--- src/zbgp_pkg.sv ---
// ----------------------------------------------------------------------------
// zbgp_pkg
// Shared types and constants for the zero-byte group packer.
// ----------------------------------------------------------------------------
package zbgp_pkg;

	// Widths of the fixed fields.
	localparam int BYTE_W  = 8;
	localparam int MAP_W   = 8;
	localparam int COUNT_W = 4;
	localparam int POS_W   = 3;

	// Control part of one closed group, passed from the front to the back.
	typedef struct packed {
		logic [MAP_W-1:0]   tag;
		logic [COUNT_W-1:0] count;
		logic               has_fill;
		logic [COUNT_W-1:0] fill;
		logic               last;
	} zbgp_group_t;

endpackage

--- src/zbgp_front.sv ---
// ----------------------------------------------------------------------------
// zbgp_front
// Accepts message bytes, builds the presence map and the kept byte buffer,
// and hands a closed group to the group queue.
// ----------------------------------------------------------------------------
module zbgp_front
	import zbgp_pkg::*;
#(
	parameter int GROUP_BYTES = 8
) (
	input  logic                                clk,
	input  logic                                arst_n,
	input  logic                                in_valid,
	output logic                                in_stall,
	input  logic [BYTE_W-1:0]                   in_byte,
	input  logic                                in_last,
	input  logic                                q_full,
	output logic                                push,
	output zbgp_group_t                         push_group,
	output logic [GROUP_BYTES-1:0][BYTE_W-1:0]  push_bytes
);

	logic [POS_W-1:0]                  pos_q;
	logic [COUNT_W-1:0]                cnt_q;
	logic [MAP_W-1:0]                  map_q;
	logic [GROUP_BYTES-1:0][BYTE_W-1:0] kept_q;

	logic                               accept;
	logic                               nonzero;
	logic [COUNT_W-1:0]                 seen;
	logic                               close;
	logic [MAP_W-1:0]                   map_nx;
	logic [COUNT_W-1:0]                 cnt_nx;
	logic [GROUP_BYTES-1:0][BYTE_W-1:0] kept_nx;

	// The front only holds off while the queue has no room for a group.
	assign in_stall = q_full;
	assign accept   = in_valid && !in_stall;

	// Merge the incoming byte into the open group.
	always_comb begin
		nonzero = (in_byte != '0);
		seen    = {1'b0, pos_q} + COUNT_W'(1);
		close   = in_last || (seen == COUNT_W'(GROUP_BYTES));
		map_nx  = map_q | (MAP_W'(nonzero) << pos_q);
		cnt_nx  = nonzero ? (cnt_q + COUNT_W'(1)) : cnt_q;
		kept_nx = kept_q;
		for (int i = 0; i < GROUP_BYTES; i++) begin
			if (nonzero && (cnt_q == COUNT_W'(i))) begin
				kept_nx[i] = in_byte;
			end
		end
	end

	// Describe the group that this byte closes.
	always_comb begin
		push                = accept && close;
		push_group.tag      = map_nx;
		push_group.count    = cnt_nx;
		push_group.has_fill = in_last && (seen != COUNT_W'(GROUP_BYTES));
		push_group.fill     = COUNT_W'(GROUP_BYTES) - seen;
		push_group.last     = in_last;
		push_bytes          = kept_nx;
	end

	// Group state: cleared when a group closes.
	always_ff @(posedge clk or negedge arst_n) begin
		if (!arst_n) begin
			pos_q <= '0;
			cnt_q <= '0;
			map_q <= '0;
		end else if (accept) begin
			if (close) begin
				pos_q <= '0;
				cnt_q <= '0;
				map_q <= '0;
			end else begin
				pos_q <= seen[POS_W-1:0];
				cnt_q <= cnt_nx;
				map_q <= map_nx;
			end
		end
	end

	// Kept byte buffer.
	always_ff @(posedge clk) begin
		if (accept) begin
			kept_q <= kept_nx;
		end
	end

endmodule

--- src/zbgp_queue.sv ---
// ----------------------------------------------------------------------------
// zbgp_queue
// Two-entry queue of closed groups between the front and the back.
// ----------------------------------------------------------------------------
module zbgp_queue
	import zbgp_pkg::*;
#(
	parameter int GROUP_BYTES = 8
) (
	input  logic                               clk,
	input  logic                               arst_n,
	input  logic                               push,
	input  zbgp_group_t                        push_group,
	input  logic [GROUP_BYTES-1:0][BYTE_W-1:0] push_bytes,
	input  logic                               pop,
	output logic                               full,
	output logic                               head_valid,
	output zbgp_group_t                        head_group,
	output logic [GROUP_BYTES-1:0][BYTE_W-1:0] head_bytes
);

	zbgp_group_t                               group_q [2];
	logic [GROUP_BYTES-1:0][BYTE_W-1:0]        bytes_q [2];
	logic                                      wr_ptr_q;
	logic                                      rd_ptr_q;
	logic [1:0]                                count_q;

	assign full       = (count_q == 2'd2);
	assign head_valid = (count_q != 2'd0);
	assign head_group = group_q[rd_ptr_q];
	assign head_bytes = bytes_q[rd_ptr_q];

	// Pointers and occupancy.
	always_ff @(posedge clk or negedge arst_n) begin
		if (!arst_n) begin
			wr_ptr_q <= 1'b0;
			rd_ptr_q <= 1'b0;
			count_q  <= 2'd0;
		end else begin
			if (push) begin
				wr_ptr_q <= !wr_ptr_q;
			end
			if (pop) begin
				rd_ptr_q <= !rd_ptr_q;
			end
			if (push && !pop) begin
				count_q <= count_q + 2'd1;
			end else if (pop && !push) begin
				count_q <= count_q - 2'd1;
			end
		end
	end

	// Entry storage.
	always_ff @(posedge clk) begin
		if (push) begin
			group_q[wr_ptr_q] <= push_group;
			bytes_q[wr_ptr_q] <= push_bytes;
		end
	end

endmodule

--- src/zbgp_back.sv ---
// ----------------------------------------------------------------------------
// zbgp_back
// Walks the group at the head of the queue and sends the tag, the kept
// bytes and the fill count through a registered output stage.
// ----------------------------------------------------------------------------
module zbgp_back
	import zbgp_pkg::*;
#(
	parameter int GROUP_BYTES = 8
) (
	input  logic                               clk,
	input  logic                               arst_n,
	input  logic                               head_valid,
	input  zbgp_group_t                        head_group,
	input  logic [GROUP_BYTES-1:0][BYTE_W-1:0] head_bytes,
	output logic                               pop,
	output logic                               out_valid,
	input  logic                               out_stall,
	output logic [BYTE_W-1:0]                  out_byte,
	output logic                               run_last,
	output logic                               message_end
);

	logic [COUNT_W-1:0] idx_q;
	logic               out_valid_q;
	logic [BYTE_W-1:0]  out_byte_q;
	logic               run_last_q;
	logic               message_end_q;

	logic               take;
	logic               final_byte;
	logic [COUNT_W-1:0] last_idx;
	logic [BYTE_W-1:0]  sel_byte;

	// A new byte enters the output stage when it is empty or being drained.
	assign take = head_valid && (!out_valid_q || !out_stall);
	assign pop  = take && final_byte;

	// Pick the byte at the current position of the group.
	always_comb begin
		last_idx   = head_group.count + COUNT_W'(head_group.has_fill);
		final_byte = (idx_q == last_idx);
		sel_byte   = BYTE_W'(head_group.fill);
		if (idx_q == '0) begin
			sel_byte = head_group.tag;
		end else begin
			for (int i = 0; i < GROUP_BYTES; i++) begin
				if ((idx_q == COUNT_W'(i + 1)) && (idx_q <= head_group.count)) begin
					sel_byte = head_bytes[i];
				end
			end
		end
	end

	// Position counter and output valid.
	always_ff @(posedge clk or negedge arst_n) begin
		if (!arst_n) begin
			idx_q       <= '0;
			out_valid_q <= 1'b0;
		end else begin
			if (take) begin
				idx_q <= final_byte ? '0 : (idx_q + COUNT_W'(1));
			end
			if (take) begin
				out_valid_q <= 1'b1;
			end else if (!out_stall) begin
				out_valid_q <= 1'b0;
			end
		end
	end

	// Output payload.
	always_ff @(posedge clk) begin
		if (take) begin
			out_byte_q    <= sel_byte;
			run_last_q    <= final_byte;
			message_end_q <= final_byte && head_group.last;
		end
	end

	assign out_valid   = out_valid_q;
	assign out_byte    = out_byte_q;
	assign run_last    = run_last_q;
	assign message_end = message_end_q;

endmodule

--- src/zero_byte_group_packer.sv ---
// The packer takes one message byte per cycle and cuts the message into groups
// of GROUP_BYTES bytes. A closed group leaves as a tag byte (bit i set for a
// nonzero byte i), then its nonzero bytes, then a fill count if the message
// ended in a partial group. Input is taken every cycle while the two-entry
// group queue has room; the output port sends one byte per cycle unless
// stalled, so a group is 1 + kept bytes (+1 fill) output bytes, up to
// GROUP_BYTES + 1, and the output port sets the sustained rate. A full group
// of nonzero bytes gives (GROUP_BYTES + 1) / GROUP_BYTES output bytes per
// input byte; the worst case is three: with GROUP_BYTES above one, a one-byte
// message holding a nonzero byte sends the tag, the byte and the fill count.
// ----------------------------------------------------------------------------
// zero_byte_group_packer
// Top level: front, group queue and back of the zero-byte group packer.
// ----------------------------------------------------------------------------
module zero_byte_group_packer
	import zbgp_pkg::*;
#(
	parameter int GROUP_BYTES = 8
) (
	input  logic              clk,
	input  logic              arst_n,
	input  logic              in_valid,
	output logic              in_stall,
	input  logic [BYTE_W-1:0] in_byte,
	input  logic              in_last,
	output logic              out_valid,
	input  logic              out_stall,
	output logic [BYTE_W-1:0] out_byte,
	output logic              run_last,
	output logic              message_end
);

	logic                               q_full;
	logic                               push;
	zbgp_group_t                        push_group;
	logic [GROUP_BYTES-1:0][BYTE_W-1:0] push_bytes;
	logic                               pop;
	logic                               head_valid;
	zbgp_group_t                        head_group;
	logic [GROUP_BYTES-1:0][BYTE_W-1:0] head_bytes;

	// Front: builds groups from incoming transfers.
	zbgp_front #(.GROUP_BYTES(GROUP_BYTES)) u_front (
		.clk        (clk),
		.arst_n     (arst_n),
		.in_valid   (in_valid),
		.in_stall   (in_stall),
		.in_byte    (in_byte),
		.in_last    (in_last),
		.q_full     (q_full),
		.push       (push),
		.push_group (push_group),
		.push_bytes (push_bytes)
	);

	// Queue of closed groups.
	zbgp_queue #(.GROUP_BYTES(GROUP_BYTES)) u_queue (
		.clk        (clk),
		.arst_n     (arst_n),
		.push       (push),
		.push_group (push_group),
		.push_bytes (push_bytes),
		.pop        (pop),
		.full       (q_full),
		.head_valid (head_valid),
		.head_group (head_group),
		.head_bytes (head_bytes)
	);

	// Back: serializes groups onto the output channel.
	zbgp_back #(.GROUP_BYTES(GROUP_BYTES)) u_back (
		.clk         (clk),
		.arst_n      (arst_n),
		.head_valid  (head_valid),
		.head_group  (head_group),
		.head_bytes  (head_bytes),
		.pop         (pop),
		.out_valid   (out_valid),
		.out_stall   (out_stall),
		.out_byte    (out_byte),
		.run_last    (run_last),
		.message_end (message_end)
	);

endmodule

--- config.mk ---
export PLATFORM = sky130hd
export DESIGN_NAME = zero_byte_group_packer
export DESIGN_NICKNAME = d
export VERILOG_FILES = /design/src/zbgp_pkg.sv /design/src/zbgp_front.sv /design/src/zbgp_queue.sv /design/src/zbgp_back.sv /design/src/zero_byte_group_packer.sv
export SDC_FILE = /design/constraint.sdc
export NUM_CORES = 1
export LEC_CHECK = 0
export BUFFER_PORTS_ARGS = -buffer_cell sky130_fd_sc_hd__clkbuf_2
export CORE_ASPECT_RATIO = 0.5
export CORE_MARGIN = 1
export CORE_UTILIZATION = 30
export CTS_BUF_LIST = sky130_fd_sc_hd__clkbuf_8
export CTS_CLUSTER_DIAMETER = 40
export DETAILED_ROUTE_END_ITERATION = 16
export PLACE_DENSITY = 0.48
export SLEW_MARGIN = 5
export SYNTH_ARGS = -nofsm -noshare
export SYNTH_HDL_FRONTEND = slang
export SYNTH_HIERARCHICAL = 1
export SYNTH_SLANG_ARGS = --single-unit
--- constraint.sdc ---
create_clock -name clk -period 8.05 [get_ports clk]
set_input_delay 0.4025 -clock clk [delete_from_list [all_inputs] [get_ports clk]]
set_output_delay 0.4025 -clock clk [all_outputs]
set_load 0.03 [all_outputs]
==> results.py, run 1 <==
metrics = {
    "detailed_routing": {
        "wl_per_cell_um": 20.5,
        "drtAntennaViolNets": 0,
        "vias": 6255,
        "firstDrtPassIters": 6,
        "dr.first_iter.drc_count": 418,
        "drc": 0,
        "drt_wl_total_um": 27300,
        "routed_via_density": 4.70,
    },
    "synthesis": {
        "ys_warn_count": 6,
        "synth_top_area_share_pct": 59.1,
        "synthAdderAreaFrac_pct": 1.76,
        "synth_seq_cells": 262,
        "synthMuxAreaShare_pct": 16.8,
        "yosysTopAreaCell": "edfxtp_1",
        "synthDistinctLibCells": 73,
        "synth_compound_area_share_pct": 7.12,
        "synthSimpleGateAreaFrac_pct": 6.07,
        "netlist_area_um2": 12100,
        "synth_xor_area_share_pct": 1.23,
        "synthCells": 728,
        "ys_top_cells_by_area": "edfxtp_1, mux2_4, dfrtp_1, mux2_2, ha_1",
        "postSynthNetCount": 758,
        "synth_ff_type": "edfxtp_1",
        "yosysSeqAreaShare_pct": 64.1,
        "synth_top_family_by_area": "multiplexers",
        "synth-edff-count": 238,
        "syn_avg_cell_area_um2": 16.6,
        "async_flop_share_pct": 9.16,
    },
    "floorplan": {
        "rows": 51,
        "core-area_um2": 39300,
        "die_h_um": 144,
        "ios": 25,
        "dieArea_um2": 41100,
        "start_util_pct": 30.7,
        "die_w_um": 286,
    },
    "placement": {
        "place_congestion": 0.773,
        "place_hpwl_um": 16700,
        "place_area_um2": 12700,
        "dp_cells": 1259,
        "numPortBuffers": 24,
    },
    "final_layout": {
        "fillers": 3831,
        "final_nets": 804,
        "fin_util_pct": 34.1,
        "layout-drive-gt1-share_pct": 32.8,
        "fin_cells": 1332,
        "syn_to_final_growth_pct": 11.1,
        "finalInstanceArea_um2": 13400,
    },
    "cts": {
        "cts_buffers": 42,
        "insertion_delay_ps": 590,
        "clk_path_buf_depth": 3,
        "cts_max_level": 2,
        "cts_setup_buffers": 0,
        "clock-sinks": 262,
        "cts_tree": "built",
        "clk_pin_slew_worst_paths_ps": 60,
        "cts-root-buf": "clkbuf_8",
        "cts_resized": 0,
    },
    "sta": {
        "hold_viol": 0,
        "slew_violations": 0,
        "skew_ps": 39.2,
        "setup_violations": 0,
        "setup_tns_ps": 0,
        "fin_crit_sh_pct": 46.0,
        "max_slew_margin_pct": 30.1,
        "max_clock_freq_mhz": 270,
        "fin_crit_ps": 3700,
        "rsz0062_at_grt": "no",
        "worstMarginPinSlew_ps": 1050,
    },
    "power": {
        "ir_worst_vdd_v": 0.000110,
        "seqPwrFrac_pct": 43.7,
        "switching_share_pct": 34.8,
        "p_int_w": 0.00328,
        "powerDensity_nw_per_um2": 375,
        "power_frac_clock_pct": 20.4,
        "leakage_nw": 4.94,
        "comb_power_share_pct": 35.8,
        "p_sw_w": 0.00175,
    },
    "critical_path": {
        "cp.required_ps": 8530,
        "crit_path_end_kind": "register",
        "path_max_fanout": 51,
        "cp.arrival_ps": 4190,
        "crit_type": "register to register",
        "start_kind": "register",
    },
    "grt": {
        "grt_use_total_pct": 13.6,
        "grt_max_degree": 68,
        "grt_pass1_wl_um": 41600,
        "grt_antenna_before_repair": 0,
        "grt-ovfl-total": 0,
        "grt_pass1_vias": 6545,
    },
    "worst_hold_path": {
        "hold_class": "input port to register",
    },
    "run": {
        "max_cap_viol_count": 0,
    },
    "outcome": {
        "status": "finished clean",
    },
}
==> path summary, 6_finish.rpt <==
check,startpoint,end,slack [ps],cells past startpoint
worst max-delay path,u_queue/rd_ptr_q$_DFFE_PN0P_,u_queue/count_q[1]$_DFFE_PN0P_,4350,11
min in group asynchronous,arst_n,u_queue/wr_ptr_q$_DFFE_PN0P_,420,2
worst max register to register,u_queue/rd_ptr_q$_DFFE_PN0P_,u_queue/count_q[1]$_DFFE_PN0P_,4350,11
worst min-delay path,out_stall,u_back/out_valid$_DFFE_PN0P_,90,3
max in group asynchronous,arst_n,u_queue/rd_ptr_q$_DFFE_PN0P_,7140,2
worst min register to register,u_queue/count_q[1]$_DFFE_PN0P_,u_queue/count_q[1]$_DFFE_PN0P_,470,1
==> cell type report <==
type                       count  area [um^2]  area share (%)
antenna                        2         5.00          0.0373
timing repair buffer          33          190            1.42
tap                          530          663            4.94
multi-input combinational    412         3990            29.7
inverter                      23         86.3           0.643
clock inverter                26          128           0.951
clock buffer                  44          606            4.51
sequential                   262         7750            57.8
==> worst max-delay path: stages, from the launching register on <==
cell and delay, ps:
dfrtp_4 1070, mux2_2 440, ha_1 200, ha_1 280
xor2_1 180, nor4_4 430, inv_2 110, nor2_1 200
inv_1 80, ha_1 310, nor2_1 140, xor2_1 150
==> registers in the layout (all words and copies together), names as in the netlist <==
register and cells:
u_queue/bytes_q 128, u_front/kept_q 64, u_queue/group_q 36, u_back/out_byte 8
u_front/map_q 8, u_back/idx_q 4, u_front/cnt_q 4, u_front/pos_q 3
u_queue/count_q 2, u_back/message_end 1, u_back/out_valid 1, u_back/run_last 1
u_queue/rd_ptr_q 1, u_queue/wr_ptr_q 1
==> metrics by stage <==
step	hold WS, ps	total power (W)	setup slack (ps)
after floorplan	107	0.00361	2410
after global placement	470	0.00402	4400
after detailed placement	467	0.00405	4340
after CTS	57.2	0.00512	4320
after global routing	78.2	0.00533	4110
final	94.1	0.00504	4350
==> routing by layer <==
metal  up-vias  global-route usage, %  part of all wire (%)
met5         -                      0                     0
met4         0                   3.55                   1.4
met3        29                   2.76                   4.3
met2       107                   20.8                    44
met1      3218                   19.5                    50
li1       2901                      -                     -
==> Yosys cell counts, drive strengths merged (2+ instances only) <==
| cell | n |
|---|---|
| a2111oi | 3 |
| a211o | 4 |
| a211oi | 4 |
| a21o | 6 |
| a21oi | 24 |
| a221o | 5 |
| a221oi | 4 |
| a222oi | 4 |
| a22o | 2 |
| a22oi | 5 |
| a311o | 2 |
| a31o | 4 |
| a31oi | 7 |
| a41oi | 5 |
| and2 | 5 |
| buf | 21 |
| clkbuf | 10 |
| dfrtp | 24 |
| edfxtp | 238 |
| ha | 17 |
| inv | 22 |
| mux2 | 146 |
| nand2 | 39 |
| nand2b | 7 |
| nand3 | 10 |
| nand4 | 2 |
| nor2 | 26 |
| nor2b | 7 |
| nor3 | 7 |
| nor3b | 5 |
| nor4 | 3 |
| nor4b | 2 |
| o211ai | 3 |
| o21ai | 23 |
| o22ai | 2 |
| or2 | 3 |
| xnor2 | 8 |
| xor2 | 9 |
==> placed cells by master (no fill, tap or decap), types with 4 or more instances in the layout <==
master and instances:
a211o_1 4, a21o_1 6, a21oi_1 21, a221o_1 5, a221oi_1 4, a222oi_1 4, a22oi_1 5, a31o_2 4
a31oi_1 6, a41oi_1 5, and2_1 4, buf_4 8, clkbuf_2 24, clkbuf_8 44, clkinv_1 7, clkinv_2 4
dfrtp_1 23, edfxtp_1 238, ha_1 17, inv_1 34, mux2_1 9, mux2_2 35, mux2_4 102, nand2_1 30
nand2_4 8, nand2b_1 7, nand3_1 8, nor2_1 23, nor2b_1 5, nor3_1 6, nor3b_1 4, o21ai_0 16
o21ai_1 5, xnor2_1 8, xor2_1 9
==> cells by family after synthesis <==
group,Yosys count
buffers and inverters,54
AOI/OAI and AO/OA,114
adders and majority gates,17
xor gates and xnor gates,17
DFF,262
and+or+nand+nor,118
muxes,146
==> what timing repair did <==
item / 4_1_cts / 5_1_grt
hold buffers: 1 / 0
hold endpoints to repair: 24 / 0
setup endpoints to repair: 0 / 0
==> power groups by stage <==
stage                     sequential (W)  combinational [W]  clock (W)
final                            0.00220            0.00181    0.00103
after global routing             0.00225            0.00195    0.00113
after CTS                        0.00221            0.00183    0.00108
after detailed placement         0.00223            0.00182          0
after global placement           0.00222            0.00180          0
after floorplan                  0.00218            0.00143          0
Power figures use the tool's default switching activity.
==> inputs of run 2 (changes only) <==
--- a/config.mk
+++ b/config.mk
@@ -5,6 +5,7 @@
 export SDC_FILE = /design/constraint.sdc
 export NUM_CORES = 1
 export LEC_CHECK = 0
+export ABC_AREA = 1
 export BUFFER_PORTS_ARGS = -buffer_cell sky130_fd_sc_hd__clkbuf_2
 export CORE_ASPECT_RATIO = 0.5
 export CORE_MARGIN = 1
@@ -12,7 +13,7 @@
 export CTS_BUF_LIST = sky130_fd_sc_hd__clkbuf_8
 export CTS_CLUSTER_DIAMETER = 40
 export DETAILED_ROUTE_END_ITERATION = 16
-export PLACE_DENSITY = 0.48
+export PLACE_DENSITY = 0.5
 export SLEW_MARGIN = 5
 export SYNTH_ARGS = -nofsm -noshare
 export SYNTH_HDL_FRONTEND = slang
==> constraint.sdc (replaced) <==
create_clock -name clk -period 3.2 [get_ports clk]
set_input_delay 0.16 -clock clk [delete_from_list [all_inputs] [get_ports clk]]
set_output_delay 0.16 -clock clk [all_outputs]
set_load 0.03 [all_outputs]
==> run 2 against run 1 <==
Cell area rose by 0.35%. Critical path depth increased by 7. Die area shrank 1.2%. Register-to-register slack lost 4100 ps. Count of clock-buffer cells in the layout increased by 2. Utilization increased by 0.34 points. Sequential power is 150% higher. Worst setup slack lost 4100 ps. Critical endpoint is now u_back/out_byte[0]$_DFFE_PP_. Largest cell class unchanged.
==> results.py, run 2 <==
metrics = {
    "critical_path": {
        "path_max_fanout": 18,
        "start_kind": "register",
        "crit_type": "register to register",
        "crit_path_end_kind": "register",
        "cp.arrival_ps": 3240,
        "cp.required_ps": 3520,
    },
    "synthesis": {
        "synthCells": 947,
        "ys_top_cells_by_area": "edfxtp_1, mux2_4, nand2_1, dfrtp_1, o21ai_0",
        "ys_warn_count": 6,
        "synth_top_area_share_pct": 59.9,
        "synth_seq_cells": 262,
        "netlist_area_um2": 11900,
        "ys_top_cells_by_count": "edfxtp_1, nand2_1, inv_1, o21ai_0, mux2_4",
        "synth-edff-count": 238,
        "yosysSeqAreaShare_pct": 64.9,
        "postSynthNetCount": 977,
        "async_flop_share_pct": 9.16,
        "yosysTopAreaCell": "edfxtp_1",
        "yosys.cell_count.top_type": "edfxtp_1",
        "synth_ff_type": "edfxtp_1",
        "synthDistinctLibCells": 33,
        "syn_avg_cell_area_um2": 12.6,
    },
    "cts": {
        "clk_path_buf_depth": 3,
        "cts-root-buf": "clkbuf_8",
        "insertion_delay_ps": 570,
        "cts_max_level": 2,
        "cts_resized": 0,
        "cts_setup_buffers": 0,
        "clk_pin_slew_worst_paths_ps": 60,
        "cts_tree": "built",
        "cts_buffers": 46,
        "clock-sinks": 262,
    },
    "detailed_routing": {
        "routed_via_density": 4.44,
        "drtAntennaViolNets": 0,
        "drc": 0,
        "dr.first_iter.drc_count": 632,
        "wl_per_cell_um": 17.1,
        "firstDrtPassIters": 5,
        "drt_wl_total_um": 27000,
        "vias": 6987,
    },
    "final_layout": {
        "reg_top3": "u_queue/bytes_q x128, u_front/kept_q x64, u_queue/group_q x36",
        "diodes": 0,
        "fin_util_pct": 34.5,
        "largest_reg_flops": 128,
        "syn_to_final_growth_pct": 12.8,
        "fillers": 3873,
        "mostFrequentLayoutCells": "edfxtp_1, nand2_1, inv_1",
        "largest-register": "u_queue/bytes_q",
        "finalInstanceArea_um2": 13500,
        "fin_cells": 1573,
        "final_nets": 1037,
        "layout-drive-gt1-share_pct": 21.1,
        "final_common_cell": "edfxtp_1",
    },
    "placement": {
        "place_hpwl_um": 17300,
        "place_congestion": 0.821,
        "dp_cells": 1486,
        "numPortBuffers": 24,
        "place_area_um2": 12600,
    },
    "sta": {
        "holdWs_ps": 137,
        "max_clock_freq_mhz": 342,
        "setup_violations": 0,
        "fin_crit_sh_pct": 91.3,
        "hold_viol": 0,
        "skew_ps": 17.9,
        "worstMarginPinSlew_ps": 1010,
        "fin_crit_ps": 2920,
        "max_slew_margin_pct": 32.4,
        "setup_tns_ps": 0,
        "rsz0062_at_grt": "no",
        "slew_violations": 0,
    },
    "floorplan": {
        "die_h_um": 143,
        "rows": 51,
        "start_util_pct": 30.6,
        "ios": 25,
        "die_w_um": 284,
        "core-area_um2": 39100,
        "dieArea_um2": 40600,
    },
    "power": {
        "leakage_nw": 5.42,
        "powerDensity_nw_per_um2": 938,
        "p_int_w": 0.00810,
        "switching_share_pct": 35.9,
        "power_frac_clock_pct": 21.5,
        "p_sw_w": 0.00454,
        "ir_worst_vdd_v": 0.000345,
        "seqPwrFrac_pct": 43.1,
        "comb_power_share_pct": 35.4,
    },
    "grt": {
        "grt_use_total_pct": 13.5,
        "grt-ovfl-total": 0,
        "grt_antenna_before_repair": 0,
        "grt_pass1_vias": 7005,
        "grt_max_degree": 83,
        "grt_pass1_wl_um": 41800,
    },
    "outcome": {
        "status": "finished clean",
    },
    "worst_hold_path": {
        "hold_class": "input port to register",
    },
    "run": {
        "max_cap_viol_count": 0,
    },
}
[run 2: cells by family after synthesis]
family | Yosys count | share of synthesized area, %
buffers and inverters | 139 | 5.95
DFF | 262 | 64.9
adders and majority gates | 17 | 1.78
AOI/OAI and AO/OA | 113 | 4.93
and+or+nand+nor | 320 | 11.5
xor gates and xnor gates | 14 | 1.03
muxes | 82 | 9.94
[run 2: layer usage]
metal / part of all wire, % / GRT usage, % / up-vias
met5: 0 / 0 / -
met4: 1.7 / 3.99 / 0
met3: 4.6 / 2.52 / 37
met2: 45 / 21.3 / 151
met1: 49 / 18.9 / 3410
li1: - / - / 3389
[run 2: repair_timing]
action                                  in CTS  in global routing
endpoints found under the setup margin       0                  0
hold buffers                                 3                  0
endpoints found under the hold margin       28                  0
[run 2: cell type report]
cell class                      instances  area, um^2  share of cell area, %
Clock buffer                           46         633                   4.70
Clock inverter                         38         175                   1.30
Multi-Input combinational cell        546        3510                   26.0
Tap cell                              530         663                   4.92
Timing Repair Buffer                   42         325                   2.42
Sequential cell                       262        7750                   57.5
Inverter                              109         415                   3.08
[run 2: critical path, stage by stage (launching register included)]
cell	delay (ps)
dfrtp_4	470
mux2_2	370
inv_1	70
ha_1	240
nand2_1	70
nand2_1	50
nand2_1	50
nand2_1	60
nand2_2	260
nand2_2	250
or2_0	260
nand3_1	80
nand3_1	80
nand3_1	110
nand2_1	60
nand2_1	50
nand2_1	50
nand2_1	50
nand2_1	40
[run 2: per-stage QoR]
step	setup slack (ps)	total power, W
2_1_floorplan	-319	0.00890
3_3_place_gp	293	0.00992
3_5_place_dp	289	0.0100
4_1_cts	263	0.0128
5_1_grt	21.6	0.0135
6_report	278	0.0126
[run 2: worst paths after layout]
kind	from	to	slack, ps	cells past startpoint
worst min-delay path	in_valid	u_front/map_q[1]$_DFFE_PN0P_	140	6
worst min register to register	u_queue/count_q[1]$_DFFE_PN0P_	u_queue/count_q[1]$_DFFE_PN0P_	500	2
max in group asynchronous	arst_n	u_queue/rd_ptr_q$_DFFE_PN0P_	2540	2
worst max register to register	u_queue/rd_ptr_q$_DFFE_PN0P_	u_back/out_byte[0]$_DFFE_PP_	280	18
worst max-delay path	u_queue/rd_ptr_q$_DFFE_PN0P_	u_back/out_byte[0]$_DFFE_PP_	280	18
min in group asynchronous	arst_n	u_back/idx_q[0]$_DFFE_PN0P_	160	2
[run 2: power by group through the flow]
stage          sequential (W)  clock, W  combinational, W
2_1_floorplan         0.00554         0           0.00335
3_3_place_gp          0.00549         0           0.00443
3_5_place_dp          0.00551         0           0.00450
4_1_cts               0.00545   0.00282           0.00452
5_1_grt               0.00553   0.00297           0.00498
6_report              0.00545   0.00272           0.00447
==> inputs of run 3 (changes only) <==
--- a/config.mk
+++ b/config.mk
@@ -9,11 +9,12 @@
 export BUFFER_PORTS_ARGS = -buffer_cell sky130_fd_sc_hd__clkbuf_2
 export CORE_ASPECT_RATIO = 0.5
 export CORE_MARGIN = 1
-export CORE_UTILIZATION = 30
+export CORE_UTILIZATION = 45
 export CTS_BUF_LIST = sky130_fd_sc_hd__clkbuf_8
 export CTS_CLUSTER_DIAMETER = 40
 export DETAILED_ROUTE_END_ITERATION = 16
-export PLACE_DENSITY = 0.5
+export MAX_ROUTING_LAYER = met4
+export PLACE_DENSITY = 0.67
 export SLEW_MARGIN = 5
 export SYNTH_ARGS = -nofsm -noshare
 export SYNTH_HDL_FRONTEND = slang
==> run 3 against run 2 <==
Maximum frequency increased by 0.78%. Final cell count decreased by 13%. Clock skew decreased by 3.4 ps. Total power decreased by 2.9%. Worst hold slack improved by 36 ps. Non-clock buffer count decreased by 1. Utilization increased by 17 points. Worst setup slack improved by 23 ps. Cell area decreased by 2.8%. Sequential share of layout area increased by 1.6 points.
==> results.py, run 3 (synthesis results as in run 2) <==
metrics = {
    "detailed_routing": {
        "dr.first_iter.drc_count": 782,
        "drtAntennaViolNets": 0,
        "routed_via_density": 5.09,
        "drt_wl_total_um": 24300,
        "firstDrtPassIters": 5,
        "drc": 0,
        "vias": 6994,
        "wl_per_cell_um": 17.7,
    },
    "grt": {
        "grt_pass1_vias": 6721,
        "grt_pass1_wl_um": 37300,
        "grt_max_degree": 83,
        "grt_use_total_pct": 18.8,
        "grt-ovfl-total": 0,
        "grt_antenna_before_repair": 0,
    },
    "final_layout": {
        "largest_reg_flops": 128,
        "reg_top3": "u_queue/bytes_q x128, u_front/kept_q x64, u_queue/group_q x36",
        "fin_cells": 1373,
        "final_common_cell": "edfxtp_1",
        "diodes": 0,
        "mostFrequentLayoutCells": "edfxtp_1, nand2_1, inv_1",
        "largest-register": "u_queue/bytes_q",
        "fillers": 2117,
        "layout-drive-gt1-share_pct": 20.2,
        "syn_to_final_growth_pct": 9.68,
        "final_nets": 1030,
    },
    "sta": {
        "skew_ps": 14.5,
        "slew_violations": 0,
        "fin_crit_sh_pct": 90.6,
        "max_slew_margin_pct": 30.0,
        "fin_crit_ps": 2900,
        "max_clock_freq_mhz": 345,
        "setup_tns_ps": 0,
        "rsz0062_at_grt": "no",
        "worstMarginPinSlew_ps": 1050,
        "setup_violations": 0,
        "hold_viol": 0,
    },
    "run": {
        "max_cap_viol_count": 0,
    },
    "power": {
        "ir_worst_vdd_v": 0.000488,
        "leakage_nw": 5.36,
        "powerDensity_nw_per_um2": 937,
    },
    "floorplan": {
        "ios": 25,
        "dieArea_um2": 27200,
        "die_h_um": 117,
        "rows": 41,
        "core-area_um2": 25600,
        "start_util_pct": 46.6,
        "die_w_um": 232,
    },
    "critical_path": {
        "crit_path_cell_trace": "mux2_2 -> inv_1 -> ha_1 -> nand2_1 -> nand2_1 -> nand2_1 -> nand2_1 -> nand2_2 -> nand4_1 -> buf_4 -> o21ai_0 -> inv_1 -> nand2_1 -> nand2_1 -> nand2_1 -> nand2_1 -> nand2_1 -> nand2_1",
        "crit_buf_inv": 3,
        "crit_path_end_kind": "register",
        "start_kind": "register",
        "cp.required_ps": 3470,
        "cpPeakStageDelay_ps": 470,
        "cpMostUsedCell": "nand2_1",
        "crit_type": "register to register",
        "cp.arrival_ps": 3170,
        "path_max_fanout": 8,
        "cpLargestDelayFamily": "simple AND/OR/NAND/NOR gates",
        "cp_slowest_cell": "dfrtp_4",
    },
    "cts": {
        "insertion_delay_ps": 530,
        "cts_max_level": 2,
        "cts_setup_buffers": 0,
        "clk_pin_slew_worst_paths_ps": 60,
        "clk_path_buf_depth": 3,
        "cts_tree": "built",
        "cts_buffers": 40,
        "clock-sinks": 262,
        "cts_resized": 0,
        "cts-root-buf": "clkbuf_8",
    },
    "placement": {
        "place_hpwl_um": 15600,
        "dp_cells": 1299,
        "numPortBuffers": 24,
        "place_congestion": 0.872,
    },
    "worst_hold_path": {
        "hold_class": "input port to register",
    },
    "outcome": {
        "status": "finished clean",
    },
}
-- run 3: cell count changes in the layout (fill, tap and decap cells not counted), sizes merged --
| cell | previous run | this run |
|---|---|---|
| buf | 15 | 14 |
| clkbuf | 70 | 66 |
| clkinv | 18 | 9 |
-- run 3: repair_timing --
action | in CTS | in global routing
hold endpoints to repair | 27 | 0
hold buffers | 3 | 0
endpoints found under the setup margin | 0 | 0
-- run 3: layout make-up --
cell class / instances / area [um^2] / area share, %
clock inverters: 29 / 121 / 0.927
flip-flops and latches: 262 / 7750 / 59.2
inverters: 109 / 415 / 3.17
well taps: 344 / 430 / 3.29
multi-input cells: 546 / 3510 / 26.8
clock buffers: 42 / 578 / 4.41
repair buffers: 41 / 293 / 2.24
-- run 3: through the flow --
stage	total power (W)	util, %	instance area [um^2]	worst slack [ps]	hold slack (ps)
4_1_cts	0.0124	51.2	13100	327	150
3_5_place_dp	0.00990	48.3	12400	338	217
5_1_grt	0.0130	51.2	13100	58.0	176
3_3_place_gp	0.00976	48.3	12400	411	209
6_report	0.0123	51.2	13100	301	173
2_1_floorplan	0.00890	-	12000	-319	-136
-- run 3: power by group --
group	internal [W]	total [W]	switching, W
combinational	0.00163	0.00440	0.00277
clock	0.00121	0.00243	0.00122
sequential	0.00511	0.00544	0.000327
-- run 3: worst reg2reg max path, delay by kind of cell, from the launching register on --
family,cells,cell delay (ps)
simple gates,12,1080
flops,1,470
buf+inv,3,410
mux,1,380
fa+ha+maj,1,230
compound gates,1,70
-- run 3: final timing paths --
kind	cells after the start	slack, ps	to	from
setup reg to reg	18	300	u_back/out_byte[3]$_DFFE_PP_	u_queue/rd_ptr_q$_DFFE_PN0P_
min in group asynchronous	2	200	u_back/out_valid$_DFFE_PN0P_	arst_n
hold reg to reg	2	500	u_back/out_valid$_DFFE_PN0P_	u_back/out_valid$_DFFE_PN0P_
hold / removal	6	170	u_front/map_q[5]$_DFFE_PN0P_	in_valid
max in group asynchronous	2	2520	u_queue/rd_ptr_q$_DFFE_PN0P_	arst_n
setup / recovery	18	300	u_back/out_byte[3]$_DFFE_PP_	u_queue/rd_ptr_q$_DFFE_PN0P_
-- run 3: layer usage --
layer	track usage, %	wire [um]
met1	27.1	11500
met4	5.26	426
met3	3.83	1850
met2	27.0	10500
met5	-	0
